$ cat config.mk
export PLATFORM = sky130hd
export DESIGN_NAME = cbw_ctrl
export DESIGN_NICKNAME = d
export VERILOG_FILES = /design/src/sv/chain_bond_wall_energy_assert.svh /design/src/sv/cbw_pkg.sv /design/src/sv/cbw_ctrl.sv
export SDC_FILE = /design/constraint.sdc
export NUM_CORES = 1
export LEC_CHECK = 0
export BUFFER_PORTS_ARGS = -buffer_cell sky130_fd_sc_hd__buf_2
export CORE_MARGIN = 5
export CORE_UTILIZATION = 40
export DETAILED_ROUTE_END_ITERATION = 6
export PLACE_DENSITY_LB_ADDON = 0.15
export SLEW_MARGIN = 30
export SYNTH_ARGS = -nofsm -noshare
export SYNTH_HDL_FRONTEND = slang
export SYNTH_SLANG_ARGS = --single-unit
$ cat constraint.sdc
create_clock -name i_clk -period 1.68 [get_ports i_clk]
set_input_delay 0 -clock i_clk [delete_from_list [all_inputs] [get_ports i_clk]]
set_output_delay 0 -clock i_clk [all_outputs]
set_load 0.02 [all_outputs]
$ cat src/sv/chain_bond_wall_energy_assert.svh
// ----------------------------------------------------------------------------
// Assertion macros for the chain bond and wall energy block
// Checks run at the rising edge of i_clk and are off while i_rst_n is low.
// ----------------------------------------------------------------------------
`ifndef CHAIN_BOND_WALL_ENERGY_ASSERT_SVH
`define CHAIN_BOND_WALL_ENERGY_ASSERT_SVH

`ifndef SYNTHESIS

`define CBW_ASSERT_IMP(label, ante, cons) \
    label: assert property (@(posedge i_clk) disable iff (!i_rst_n) (ante) |-> (cons)) \
        else $error("cbw check failed");

`define CBW_ASSERT_NXT(label, ante, cons) \
    label: assert property (@(posedge i_clk) disable iff (!i_rst_n) (ante) |=> (cons)) \
        else $error("cbw check failed");

`else

`define CBW_ASSERT_IMP(label, ante, cons)

`define CBW_ASSERT_NXT(label, ante, cons)

`endif

`endif

$ cat src/sv/cbw_pkg.sv
`timescale 1ns / 1ps
// ----------------------------------------------------------------------------
// cbw_pkg
// Shared types, register map and constants of the chain energy block.
// ----------------------------------------------------------------------------
package cbw_pkg;

    localparam int APB_AW = 4;

    localparam logic [1:0] REG_WALL_LENGTH = 2'd0;
    localparam logic [1:0] REG_PREFACTOR   = 2'd1;
    localparam logic [1:0] REG_CUBE_COEFF  = 2'd2;
    localparam logic [1:0] REG_CUBE_OFFSET = 2'd3;

    localparam logic [30:0]        WALL_LENGTH_RST = 31'd65536;
    localparam logic signed [31:0] PREFACTOR_RST   = 32'sd41177;
    localparam logic [30:0]        CUBE_COEFF_RST  = 31'd30894;
    localparam logic [30:0]        CUBE_OFFSET_RST = 31'd28268;

    localparam logic [63:0] SMAX      = 64'h7FFF_FFFF_FFFF_FFFF;
    localparam logic [63:0] SMIN      = 64'h8000_0000_0000_0000;
    localparam logic [63:0] BOND_K    = 64'd100;
    localparam logic [63:0] BOND_LIM  = 64'd92233720368547758;  // SMAX / 100
    localparam logic [63:0] A10_RECIP = 64'hCCCC_CCCC_CCCC_CCCD;  // ceil(2^66 / 5)
    localparam logic [32:0] ONE_Q16   = 33'd65536;
    localparam logic [63:0] SQRT_TOP  = 64'h4000_0000_0000_0000;

    localparam int DIV_N = 96;

    typedef enum logic [4:0] {
        OP_LOAD, OP_SQX, OP_SQY, OP_SQZ, OP_SQRT, OP_ESQ, OP_BOND, OP_ADDB,
        OP_RDIV, OP_P2, OP_P4, OP_P8, OP_P10, OP_A10, OP_INV1, OP_INV2, OP_INV3,
        OP_BRK, OP_WMUL, OP_ADDW, OP_FIN
    } t_op;

    typedef struct packed {
        logic load;
        logic start;
        t_op  op;
    } t_cmd;

    typedef struct packed {
        logic done;
        logic seen;
        logic z_pos;
        logic long_bond;
        logic last;
        logic out_hold;
    } t_stat;

    // signed add clamped to the 64-bit range; msb of the result flags a clamp
    function automatic logic [64:0] sat_add(input logic [63:0] a, input logic [63:0] b);
        logic [64:0] w;
        w = {a[63], a} + {b[63], b};
        if (w[64] != w[63]) begin
            return {1'b1, (w[64] ? SMIN : SMAX)};
        end
        return {1'b0, w[63:0]};
    endfunction

endpackage

$ cat src/sv/cbw_ctrl.sv
`timescale 1ns / 1ps
// ----------------------------------------------------------------------------
// cbw_ctrl
// Sequencer: walks one bead through the bond and wall steps of the datapath.
// ----------------------------------------------------------------------------
module cbw_ctrl (
    input  logic           i_clk,
    input  logic           i_rst_n,
    input  logic           i_valid,
    output logic           o_ready,
    output cbw_pkg::t_cmd  o_cmd,
    input  cbw_pkg::t_stat i_stat
);

    typedef enum logic [1:0] {S_IDLE, S_PICK, S_ISSUE, S_WAIT} t_state;

    t_state       r_state;
    cbw_pkg::t_op r_op, n_op, w_wall_op;
    logic         r_ready, r_start;

    always_comb begin
        w_wall_op = i_stat.z_pos ? cbw_pkg::OP_RDIV : cbw_pkg::OP_FIN;
        case (r_op)
            cbw_pkg::OP_LOAD: begin
                if (!i_stat.seen) begin
                    n_op = w_wall_op;
                end else begin
                    n_op = i_stat.long_bond ? cbw_pkg::OP_ADDB : cbw_pkg::OP_SQX;
                end
            end
            cbw_pkg::OP_SQX:  n_op = cbw_pkg::OP_SQY;
            cbw_pkg::OP_SQY:  n_op = cbw_pkg::OP_SQZ;
            cbw_pkg::OP_SQZ:  n_op = cbw_pkg::OP_SQRT;
            cbw_pkg::OP_SQRT: n_op = cbw_pkg::OP_ESQ;
            cbw_pkg::OP_ESQ:  n_op = cbw_pkg::OP_BOND;
            cbw_pkg::OP_BOND: n_op = cbw_pkg::OP_ADDB;
            cbw_pkg::OP_ADDB: n_op = w_wall_op;
            cbw_pkg::OP_RDIV: n_op = cbw_pkg::OP_P2;
            cbw_pkg::OP_P2:   n_op = cbw_pkg::OP_P4;
            cbw_pkg::OP_P4:   n_op = cbw_pkg::OP_P8;
            cbw_pkg::OP_P8:   n_op = cbw_pkg::OP_P10;
            cbw_pkg::OP_P10:  n_op = cbw_pkg::OP_A10;
            cbw_pkg::OP_A10:  n_op = cbw_pkg::OP_INV1;
            cbw_pkg::OP_INV1: n_op = cbw_pkg::OP_INV2;
            cbw_pkg::OP_INV2: n_op = cbw_pkg::OP_INV3;
            cbw_pkg::OP_INV3: n_op = cbw_pkg::OP_BRK;
            cbw_pkg::OP_BRK:  n_op = cbw_pkg::OP_WMUL;
            cbw_pkg::OP_WMUL: n_op = cbw_pkg::OP_ADDW;
            default:          n_op = cbw_pkg::OP_FIN;
        endcase
    end

    always_ff @(posedge i_clk) begin
        if (!i_rst_n) begin
            r_state <= S_IDLE;
            r_ready <= 1'b1;
            r_start <= 1'b0;
            r_op    <= cbw_pkg::OP_LOAD;
        end else begin
            r_start <= 1'b0;
            case (r_state)
                S_IDLE: begin
                    if (i_valid) begin
                        r_ready <= 1'b0;
                        r_op    <= cbw_pkg::OP_LOAD;
                        r_state <= S_PICK;
                    end
                end
                S_PICK: begin
                    r_op    <= n_op;
                    r_state <= S_ISSUE;
                end
                S_ISSUE: begin
                    // the closing step of a chain waits for a free result slot
                    if (!(r_op == cbw_pkg::OP_FIN && i_stat.last && i_stat.out_hold)) begin
                        r_start <= 1'b1;
                        r_state <= S_WAIT;
                    end
                end
                S_WAIT: begin
                    if (i_stat.done) begin
                        if (r_op == cbw_pkg::OP_FIN) begin
                            r_ready <= 1'b1;
                            r_state <= S_IDLE;
                        end else begin
                            r_state <= S_PICK;
                        end
                    end
                end
                default: r_state <= S_IDLE;
            endcase
        end
    end

    assign o_ready     = r_ready;
    assign o_cmd.load  = i_valid & r_ready;
    assign o_cmd.start = r_start;
    assign o_cmd.op    = r_op;

endmodule

-- After elaboration in Yosys (flattened, before gate mapping)
Cells that the tools add are included.
- bitwise logic cells: 1
- reductions and logical operators: 10
- muxes and demuxes: 16
- equality and inequality tests: 26
- operators with widths (cell ; count):
    $pmux W5 S19 ; 1
    $eq A5 B4 Y1 const B ; 8
    $eq A5 B3 Y1 const B ; 4
    $eq A5 B5 Y1 const B ; 4
    $mux W5 ; 3
    $eq A5 B2 Y1 const B ; 2
    $pmux W5 S2 ; 1
    $ne A2 B2 Y1 const B ; 4
    $pmux W2 S4 ; 1
    $mux W2 ; 3
    $eq A5 B1 Y1 const B ; 1
    $logic_not A5 Y1 ; 1
    $mux W1 ; 5
    $eq A2 B2 Y1 const B ; 2
    $reduce_and A2 Y1 ; 2
    $reduce_and A4 Y1 ; 1
    $reduce_bool A2 Y1 ; 2
    $mux W3 ; 1
    $reduce_and A3 Y1 ; 1
    $eq A2 B1 Y1 const B ; 1
    $logic_and A1 B1 Y1 ; 2
    $logic_not A2 Y1 ; 1
    $pmux W1 S2 ; 1
    $and A1 B1 Y1 ; 1
- flip-flop bits (word level): 9
- input port bits: 9

-- Logic depth before layout (Yosys ltp)
Gate-level depths: netlist (run 1).
- depth after elaboration: 5
- gate-level depth with buffers: 6

-- Worst setup path after synthesis (run 1)
OpenSTA, ideal clock, no wires.
- path type: flip-flop to flip-flop
- start point: reg r_state[0]
- end point: reg r_op[3]
- library setup time: 101 ps
- stages on the path, launching flop included: 7
- arrival: 1443 ps
- slack: 136 ps
- buffers on the path: 0
- path through: dfxtp_1 inv_1 ha_1 nand2b_1 nand2_1 or2_2 o41ai_1
- word-level cells in the longest chain between the ends: 3
- elaborated cells on any way between the ends: 6
- classes of those cells: eq/ne (2); mux (1); reduce/logical (3)
- RTL lines (element ; line ; text):
    start: declaration ; cbw_ctrl.sv:17 ; t_state r_state;
    start signal: assignment ; cbw_ctrl.sv:55 ; r_state <= S_IDLE;
    start signal: assignment ; cbw_ctrl.sv:66 ; r_state <= S_PICK;
    start signal: assignment ; cbw_ctrl.sv:71 ; r_state <= S_ISSUE;
    $eq A2 B1 Y1 / $logic_not A2 Y1 (equally long branches) ; cbw_ctrl.sv:61 ; case (r_state)
    $reduce_bool A2 Y1 (no source line) / $ne A2 B2 Y1 (equally long branches) ; - ;
    $reduce_and A2 Y1 (no source line) ; - ;
    end signal: assignment ; cbw_ctrl.sv:58 ; r_op <= cbw_pkg::OP_LOAD;
    end signal: assignment ; cbw_ctrl.sv:65 ; r_op <= cbw_pkg::OP_LOAD;
    end signal: assignment ; cbw_ctrl.sv:70 ; r_op <= n_op;
    end: declaration ; cbw_ctrl.sv:18 ; cbw_pkg::t_op r_op, n_op, w_wall_op;
Several ways; a longest one is shown, not always the timed one.
A chain may end at the register's enable or synchronous reset.

-- Final worst setup path (run 1)
Ends and elaborated chain as after synthesis.

==> reports/metrics.csv, run 1 <==
stage,metric,value,unit
logic_synthesis,synth_enable_flop_cells,0,
global_routing,grt_pass1_wl,2730,um
setup_path,worstSetupPathType,register to register,
clock_network,clockBufferDepth,2,
timing,skew,2.50,ps
pwr,peakVddDrop,0.000747,V
setup_path,crit_start,r_state[0],
timing,period_needed,1620,ps
floorplan,die_area,0.00254,sq mm
setup_path,slowest_delay,350,ps
timing,drv_slew,0,
place,place_hpwl,1190,um
setup_path,crit_fanout,5,
setup_path,critPathArrivalTime,1780,ps
logic_synthesis,synth_largest_area_cell,dfxtp_1,
place,place.gp.congestion,0.828,
clock_network,htreeDepth,1,
floorplan,die_h,50.4,um
clock_network,clk_pin_slew,60,ps
pwr,p_switching,0.000470,W
outcome,outcome,completed,
pwr,intPower,0.000635,W
routing,wl_per_cell,14.2,um
setup_path,rr_worst_depth,6,
place,detailedPlace.worstSlack,-1.44,ps
setup_path,startpoint_type,register,
worst_hold_path,min_path_type,input pin to register,
routing,drtIter0Drc,24,
logic_synthesis,synth_common_cells,"nand2_1, dfxtp_1, nor3_1, o21ai_0, ha_1",
logic_synthesis,synth_top_area_share,27.6,%
global_routing,grt.overflow.total,0,
logic_synthesis,synthCells,81,
finish,fill_cells,153,
global_routing,grt_max_degree,13,
clock_network,cts_root_buffer,clkbuf_4,
floorplan,num_io_pins,17,
pwr,switching_share,42.5,%
timing,period_share,96.3,%
clock_network,cts_made_buffers,3,
place,placed_area,744,sq um
logic_synthesis,yosys-top-cells-area,"dfxtp_1, nand2_1, ha_1",
floorplan,dieWidth,50.4,um
logic_synthesis,yosysMostFrequentCell,nand2_1,
setup_path,crit_end,r_op[3],
routing,post-route-drc-count,0,
setup_path,endpoint_kind,register,
routing,drt-total-wl,1680,um
timing,hold_viol_final,0,
timing,max_freq,0.618,GHz
timing,setup_viol,0,
setup_path,path_cells,"inv_1, ha_1, nand2b_1, nand2_2, or2_2, o41ai_2",
pwr,finalPower,0.00111,W
setup_path,critPathTopFamily,simple AND/OR/NAND/NOR gates,
global_routing,first_global_vias,608,
pwr,clkPwrFrac,15.7,%
pwr,p_per_area,1350,mW/mm^2
setup_path,r2r-end,r_op[3],
clock_network,insertion_delay,260,ps
setup_path,crit_slowest_cell,dfxtp_2,
finish,layout-drive-gt1-share,30.1,%
logic_synthesis,yosysWarnings,0,
timing,grt_setup_unrepaired,yes,
logic_synthesis,seq_area_frac_synth,27.6,%
pwr,comb_power_share,54.3,%
logic_synthesis,ys_async_sr_fraction,0,%
pwr,pwr-share-seq,30.0,%
clock_network,clkSinkCount,9,
finish,diodes,0,
floorplan,rows,14,
run,drv_cap,0,
global_routing,grt_use_total,13.7,%
setup_path,path_buf_inv,1,
finish,fin_nets,117,
timing,worstMarginPinSlew,494,ps
timing,max_slew_margin,66.1,%
timing,layout_setup_ws,62.3,ps
routing,dr.pass1.iters,4,
logic_synthesis,synthesis.nets,94,
routing,dr_total_vias,687,
pwr,leakagePower,0.370,nW
routing,final_antenna_net_count,0,
place,io_buffers,16,
logic_synthesis,syn_area,653,sq um
routing,viasPerCell,5.77,
timing,hold_ws,25.1,ps
logic_synthesis,ys_ff_latch,9,
logic_synthesis,synth_cell_types,37,
logic_synthesis,dominantRegCellSynth,dfxtp_1,
setup_path,reg2reg_from,r_state[0],
clock_network,tritoncts,done,
finish,design_area,820,sq um
setup_path,reg2reg_slack,60,ps
finish,utilization,53.8,%
floorplan,core_area,0.00152,sq mm
finish,syn_to_final_growth,25.5,%
logic_synthesis,synth.avg_cell_area,8.06,sq um
setup_path,cp_num_cells,6,
floorplan,start_util,42.9,%
setup_path,crit_required,1840,ps
global_routing,antenna_found_initial,0,
-- cells by family after synthesis --
| group | count (synthesis) | synth area share, % |
|---|---|---|
| flip-flops | 9 | 27.6 |
| AO/OA/AOI/OAI | 21 | 23.2 |
| buffers and inverters | 8 | 6.51 |
| multiplexers | 1 | 1.53 |
| adder cells (fa/ha/maj) | 4 | 7.66 |
| AND/OR/NAND/NOR | 38 | 33.5 |
-- power groups by stage --
| stage | Clock [W] | Combinational [W] | Sequential (W) |
|---|---|---|---|
| finish | 0.000174 | 0.000600 | 0.000332 |
| global route | 0.000196 | 0.000666 | 0.000343 |
| CTS | 0.000179 | 0.000573 | 0.000331 |
| detailed placement | 0 | 0.000565 | 0.000333 |
| global placement | 0 | 0.000562 | 0.000333 |
| floorplan | 0 | 0.000391 | 0.000351 |
-- cell usage in the layout, fill, tap and decap left out, types with 3 or more instances in the layout --
master         synthesis  final
dfxtp_1                9      8
o21ai_0                5      4
nor2_1                 3      3
inv_1                  3      3
clkbuf_4               0      3
buf_2                  1     16
nand2_1               14     13
nor3_1                 5      5
a21oi_1                3      3
ha_1                   4      4
buf_4                  1      4
dlygate4sd3_1          0      3
-- per-stage QoR --
step	setup TNS, ps	std cells
2_1_floorplan	0	81
3_3_place_gp	0	111
6_report	0	119
5_1_grt	-13.7	119
4_1_cts	0	118
3_5_place_dp	-1.44	111
-- state kept, by name, summed over array words and instances, names as in the netlist --
register  count
r_op          5
r_state       2
o_ready       1
r_start       1
-- metal layers --
layer	track usage, %	vias up	share of wire [%]
li1	-	343	-
met1	18.7	313	41
met2	19.9	29	50
met3	3.25	2	7.6
met4	6.81	0	1.1
met5	0	-	0
-- timing repair --
item                                    CTS  global route
pin swaps                                 0             0
endpoints found under the hold margin     2             0
hold buffers                              3             0
cloned                                    0             0
buffers inserted                          0             1
gates resized for setup                   1             3
endpoints found under the setup margin    1             3
-- worst min-delay path by stage --
stage | startpoint | end | slack, ps | depth (start not counted)
final | i_rst_n | o_ready | 30 | 2
after global routing | i_rst_n | o_ready | 20 | 2
after CTS | i_rst_n | o_ready | 30 | 2
after detailed placement | i_stat[1] | r_start | 200 | 2
after global placement | i_stat[1] | r_start | 200 | 2
after floorplan | i_stat[1] | r_start | 100 | 1
-- cell type report --
| cell class | instances | area [sq um] | area share, % |
|---|---|---|---|
| clock buffer | 4 | 26.3 | 3.21 |
| inverter | 3 | 11.3 | 1.37 |
| multi-input combinational | 64 | 440 | 53.7 |
| sequential | 9 | 181 | 22.1 |
| tap | 16 | 20.0 | 2.44 |
| timing repair buffer | 23 | 140 | 17.1 |
Note: power is estimated with default switching activity, not from simulation.
==> run 2, diff against run 1 <==
CAP_MARGIN = 15   (was not set)
CELL_PAD_IN_SITES_DETAIL_PLACEMENT = 0   (was not set)
CELL_PAD_IN_SITES_GLOBAL_PLACEMENT = 1   (was not set)
CORE_ASPECT_RATIO = 0.75   (was not set)
CORE_UTILIZATION = 36   (was 40)
==> reports/metrics.csv, run 2 (synthesized netlist as in run 1, its figures left out) <==
stage,metric,value,unit,change
routing,drt-total-wl,1610,um,was 1680 um
global_routing,antenna_found_initial,0,,unchanged
pwr,p_switching,0.000461,W,was 0.000470 W
global_routing,grt_pass1_wl,2630,um,was 2730 um
timing,hold_ws,26.2,ps,was 25.1 ps
place,dp.cells,118,,was 111
floorplan,num_io_pins,17,,unchanged
timing,period_share,93.3,%,was 96.3%
timing,timing.setup.tns,0,ps,unchanged
pwr,peakVddDrop,0.000688,V,was 0.000747 V
finish,utilization,47.9,%,was 53.8%
floorplan,start_util,37.9,%,was 42.9%
outcome,outcome,completed,,unchanged
clock_network,insertion_delay,260,ps,about the same
floorplan,dieWidth,59.2,um,was 50.4 um
timing,max_slew_margin,77.1,%,was 66.1%
worst_hold_path,min_path_type,input pin to register,,unchanged
routing,viasPerCell,5.38,,was 5.77
timing,hold_viol_final,0,,unchanged
routing,dr_wl_met3,133,um,was 128 um
finish,syn_to_final_growth,26.4,%,was 25.5%
finish,fill_cells,202,,was 153
timing,worstMarginPinSlew,337,ps,was 494 ps
timing,skew,1.77,ps,was 2.50 ps
clock_network,clk_pin_slew,60,ps,about the same
floorplan,die_h,46.9,um,was 50.4 um
finish,largest_registers,"r_op (5), r_state (2)",,unchanged
pwr,pwr-share-seq,30.8,%,was 30.0%
place,io_buffers,16,,unchanged
routing,final_antenna_net_count,0,,unchanged
global_routing,grt_max_degree,12,,was 13
floorplan,core_area,0.00172,sq mm,was 0.00152 sq mm
clock_network,clockBufferDepth,2,,unchanged
setup_path,endpoint_kind,register,,unchanged
finish,fin_nets,117,,unchanged
timing,drv_slew,0,,unchanged
pwr,clkPwrFrac,15.7,%,about the same
pwr,switching_share,42.1,%,was 42.5%
routing,dr.pass1.iters,4,,unchanged
clock_network,htreeDepth,1,,unchanged
setup_path,crit_required,1870,ps,was 1840 ps
setup_path,rr_worst_depth,6,,unchanged
global_routing,grt_use_total,12.8,%,was 13.7%
setup_path,startpoint_type,register,,unchanged
finish,register_area,181,sq um,unchanged
clock_network,cts_root_buffer,clkbuf_4,,unchanged
clock_network,cts_made_buffers,3,,unchanged
routing,m1WireLength,816,um,was 698 um
floorplan,rows,13,,was 14
pwr,leakagePower,0.361,nW,was 0.370 nW
floorplan,die_area,0.00277,sq mm,was 0.00254 sq mm
pwr,p_per_area,1320,mW/mm^2,was 1350 mW/mm^2
run,drv_cap,0,,unchanged
finish,final_cells,125,,was 119
timing,period_needed,1570,ps,was 1620 ps
pwr,intPower,0.000633,W,was 0.000635 W
worst_hold_path,hold_depth,2,,unchanged
finish,layout-drive-gt1-share,31.1,%,was 30.1%
routing,wl_met2,651,um,was 837 um
finish,multiInputGateArea,439,sq um,was 440 sq um
finish,diodes,0,,unchanged
setup_path,critPathArrivalTime,1760,ps,was 1780 ps
timing,max_freq,0.638,GHz,was 0.618 GHz
timing,grt_setup_unrepaired,no,,was yes
finish,layout_commonest_cell,buf_2,,unchanged
routing,drtIter0Drc,26,,was 24
place,place.gp.congestion,0.740,,was 0.828
place,place_hpwl,1220,um,was 1190 um
routing,wl_per_cell,12.9,um,was 14.2 um
finish,largest_reg_flops,5,,unchanged
clock_network,tritoncts,done,,unchanged
global_routing,first_global_vias,573,,was 608
routing,top_layer_used,met4,,unchanged
clock_network,clkSinkCount,9,,unchanged
setup_path,crit_fanout,5,,unchanged
global_routing,grt.overflow.total,0,,unchanged
finish,final_cell_mix,"buf_2, nand2_1, dfxtp_1, nor3_1, o21ai_0",,"was buf_2, nand2_1, dfxtp_1, nor3_1"
setup_path,worstSetupPathType,register to register,,unchanged
pwr,comb_power_share,53.6,%,was 54.3%
finish,top_register,r_op,,unchanged
routing,post-route-drc-count,0,,unchanged
routing,dr_total_vias,672,,was 687
timing,setup_viol,0,,unchanged
## run 2: final timing paths
check | from | end | slack [ps]
max | r_state[0] | r_state[1] | 110
min | i_rst_n | o_ready | 30
max reg2reg | r_state[0] | r_state[1] | 110
min reg2reg | r_state[1] | r_state[1] | 520
## run 2: worst max-delay path: stages (launching register included)
cell	delay (ps)
dfxtp_1	330
inv_1	80
ha_2	220
nand2b_1	140
o21ai_0	140
or3b_2	450
a21boi_1	130
## run 2: power groups by stage
stage          combinational [W]  clock [W]  sequential (W)
5_1_grt                 0.000651   0.000191        0.000348
4_1_cts                 0.000565   0.000178        0.000336
6_report                0.000586   0.000171        0.000337
3_5_place_dp            0.000558          0        0.000337
3_3_place_gp            0.000562          0        0.000337
2_1_floorplan           0.000391          0        0.000351
## run 2: metal layers
layer | global-route usage (%) | vias up
met1 | 18.1 | 306
met3 | 5.77 | 2
met2 | 17.2 | 20
li1 | - | 344
met5 | 0 | -
met4 | 4.07 | 0
## run 2: repair_timing
| action | 4_1_cts | 5_1_grt |
|---|---|---|
| gates resized for setup | 1 | 3 |
| endpoints found under the setup margin | 1 | 4 |
| hold buffers | 3 | 0 |
| buffers inserted | 0 | 0 |
| hold endpoints to repair | 2 | 0 |
| pin swaps | 0 | 0 |
| cloned | 0 | 0 |
## run 2: final cells by class
| type | count | share of cell area, % |
|---|---|---|
| Multi-Input combinational cell | 64 | 53.2 |
| Sequential cell | 9 | 22.0 |
| Inverter | 3 | 1.36 |
| Clock buffer | 4 | 3.18 |
| Timing Repair Buffer | 23 | 17.0 |
| Tap cell | 22 | 3.33 |
## run 2: metrics by stage
step	worst slack (ps)	total power [W]	area (sq um)
floorplan	136	0.000743	653
global placement	70.6	0.000899	759
detailed placement	2.87	0.000895	759
CTS	34.1	0.00108	817
global route	8.15	0.00119	826
finish	113	0.00109	826
==> run 3, diff against run 2 <==
GPL_TIMING_DRIVEN = 0   (was not set)
==> reports/metrics.csv, run 3 (synthesized netlist as in run 1, its figures left out) <==
stage,metric,value,unit,change
outcome,outcome,completed,,unchanged
setup_path,crit_start,r_state[0],,unchanged
clock_network,clkSinkCount,9,,unchanged
routing,dr.pass1.iters,4,,unchanged
setup_path,reg2reg_from,r_state[0],,unchanged
place,io_buffers,15,,was 16
pwr,peakVddDrop,0.000771,V,was 0.000688 V
clock_network,htreeDepth,1,,unchanged
floorplan,rows,13,,unchanged
finish,layout-drive-gt1-share,31.1,%,unchanged
global_routing,grt_max_degree,11,,was 12
place,placed_area,756,sq um,was 759 sq um
pwr,leakagePower,0.363,nW,was 0.361 nW
floorplan,core_area,0.00172,sq mm,unchanged
timing,max_slew_margin,71.9,%,was 77.1%
floorplan,dieWidth,59.2,um,unchanged
floorplan,die_area,0.00277,sq mm,unchanged
finish,largest_reg_flops,5,,unchanged
finish,layout_commonest_cell,buf_2,,unchanged
timing,max_freq,0.637,GHz,was 0.638 GHz
clock_network,insertion_delay,260,ps,about the same
timing,worstMarginPinSlew,422,ps,was 337 ps
routing,final_antenna_net_count,0,,unchanged
clock_network,clk_pin_slew,60,ps,about the same
setup_path,startpoint_type,register,,unchanged
timing,skew,4.58,ps,was 1.77 ps
timing,drv_slew,0,,unchanged
finish,top_register,r_op,,unchanged
setup_path,worstSetupPathType,register to register,,unchanged
setup_path,critPathArrivalTime,1740,ps,was 1760 ps
timing,setup_viol,0,,unchanged
clock_network,cts_root_buffer,clkbuf_4,,unchanged
worst_hold_path,min_from,i_stat[5],,was i_rst_n
finish,diodes,0,,unchanged
routing,dr_total_vias,692,,was 672
clock_network,post_cts_buffers,0,,unchanged
finish,largest_registers,"r_op (5), r_state (2)",,unchanged
clock_network,cts_made_buffers,3,,unchanged
setup_path,endpoint_kind,register,,unchanged
place,place.gp.congestion,0.798,,was 0.740
clock_network,tritoncts,done,,unchanged
global_routing,first_global_vias,624,,was 573
routing,post-route-drc-count,0,,unchanged
place,place_hpwl,1220,um,about the same
timing,hold_viol_final,0,,unchanged
setup_path,crit_required,1850,ps,was 1870 ps
routing,drtIter0Drc,14,,was 26
pwr,p_per_area,1350,mW/mm^2,was 1320 mW/mm^2
finish,fin_nets,117,,unchanged
routing,drt-total-wl,1660,um,was 1610 um
floorplan,num_io_pins,17,,unchanged
global_routing,grt_pass1_wl,2880,um,was 2630 um
worst_hold_path,min_path_type,input pin to register,,unchanged
finish,fill_cells,189,,was 202
finish,final_cell_mix,"buf_2, nand2_1, dfxtp_1, nor3_1, o21ai_0",,unchanged
timing,period_needed,1570,ps,about the same
timing,period_share,93.4,%,was 93.3%
finish,design_area,840,sq um,was 826 sq um
setup_path,crit_fanout,5,,unchanged
pwr,finalPower,0.00113,W,was 0.00109 W
global_routing,grt.overflow.total,0,,unchanged
global_routing,grt_use_total,14.1,%,was 12.8%
floorplan,start_util,37.9,%,unchanged
clock_network,clockBufferDepth,2,,unchanged
routing,wl_per_cell,13.3,um,was 12.9 um
floorplan,die_h,46.9,um,unchanged
timing,hold_ws,98.2,ps,was 26.2 ps
global_routing,antenna_found_initial,0,,unchanged
run,drv_cap,0,,unchanged
finish,syn_to_final_growth,28.5,%,was 26.4%
routing,viasPerCell,5.54,,was 5.38
## run 3: critical path, cell delays in order, from the launching register on
cell      delay, ps
dfxtp_2         360
inv_1            80
ha_2            250
nand2b_4        100
nand2_2          90
or2_2           290
o41ai_1         310
## run 3: metal layers
metal  vias to the layer above  GRT usage, %  part of all wire, %
li1                        343             -                    -
met1                       318          19.4                   48
met2                        27          20.5                   43
met3                         4          6.04                  8.2
met4                         0          2.71                 0.48
met5                         -             0                    0
## run 3: path summary, 6_finish.rpt
path / endpoint / slack [ps] / cells past startpoint
worst max register to register: r_op[3] / 110 / 6
worst min-delay path: o_ready / 100 / 3
worst min register to register: r_state[1] / 510 / 2
worst max-delay path: r_op[3] / 110 / 6
## run 3: power by group
group | internal [W] | switching [W] | total [W]
clock network | 0.0000916 | 0.0000764 | 0.000168
logic | 0.000282 | 0.000346 | 0.000629
registers | 0.000272 | 0.0000609 | 0.000333
total | 0.000646 | 0.000484 | 0.00113
## run 3: cell type report
class                           instances  area, sq um  share of cell area, %
Buffer                                  5         31.3                   3.73
Tap cell                               22         27.5                   3.28
Multi-Input combinational cell         64          455                   54.2
Clock buffer                            4         26.3                   3.13
Sequential cell                         9          183                   21.8
Inverter                                3         11.3                   1.34
Timing Repair Buffer                   18          105                   12.5
## run 3: timing repair
item | in CTS | in global routing
hold buffers | 3 | 0
hold endpoints to repair | 2 | 0
pin swaps | 0 | 0
gates resized for setup | 4 | 4
setup endpoints to repair | 2 | 4
gates cloned | 0 | 0
## run 3: stage by stage
| stage | setup TNS [ps] | setup WS, ps | utilization (%) | std cells |
|---|---|---|---|---|
| after floorplan | 0 | 136 | - | 81 |
| after global placement | -87.2 | -87.2 | 43.8 | 118 |
| after detailed placement | -67.3 | -48.6 | 43.8 | 118 |
| after CTS | 0 | 21.6 | 47.4 | 125 |
| after global routing | -7.49 | -7.49 | 48.7 | 125 |
| final | 0 | 111 | 48.7 | 125 |
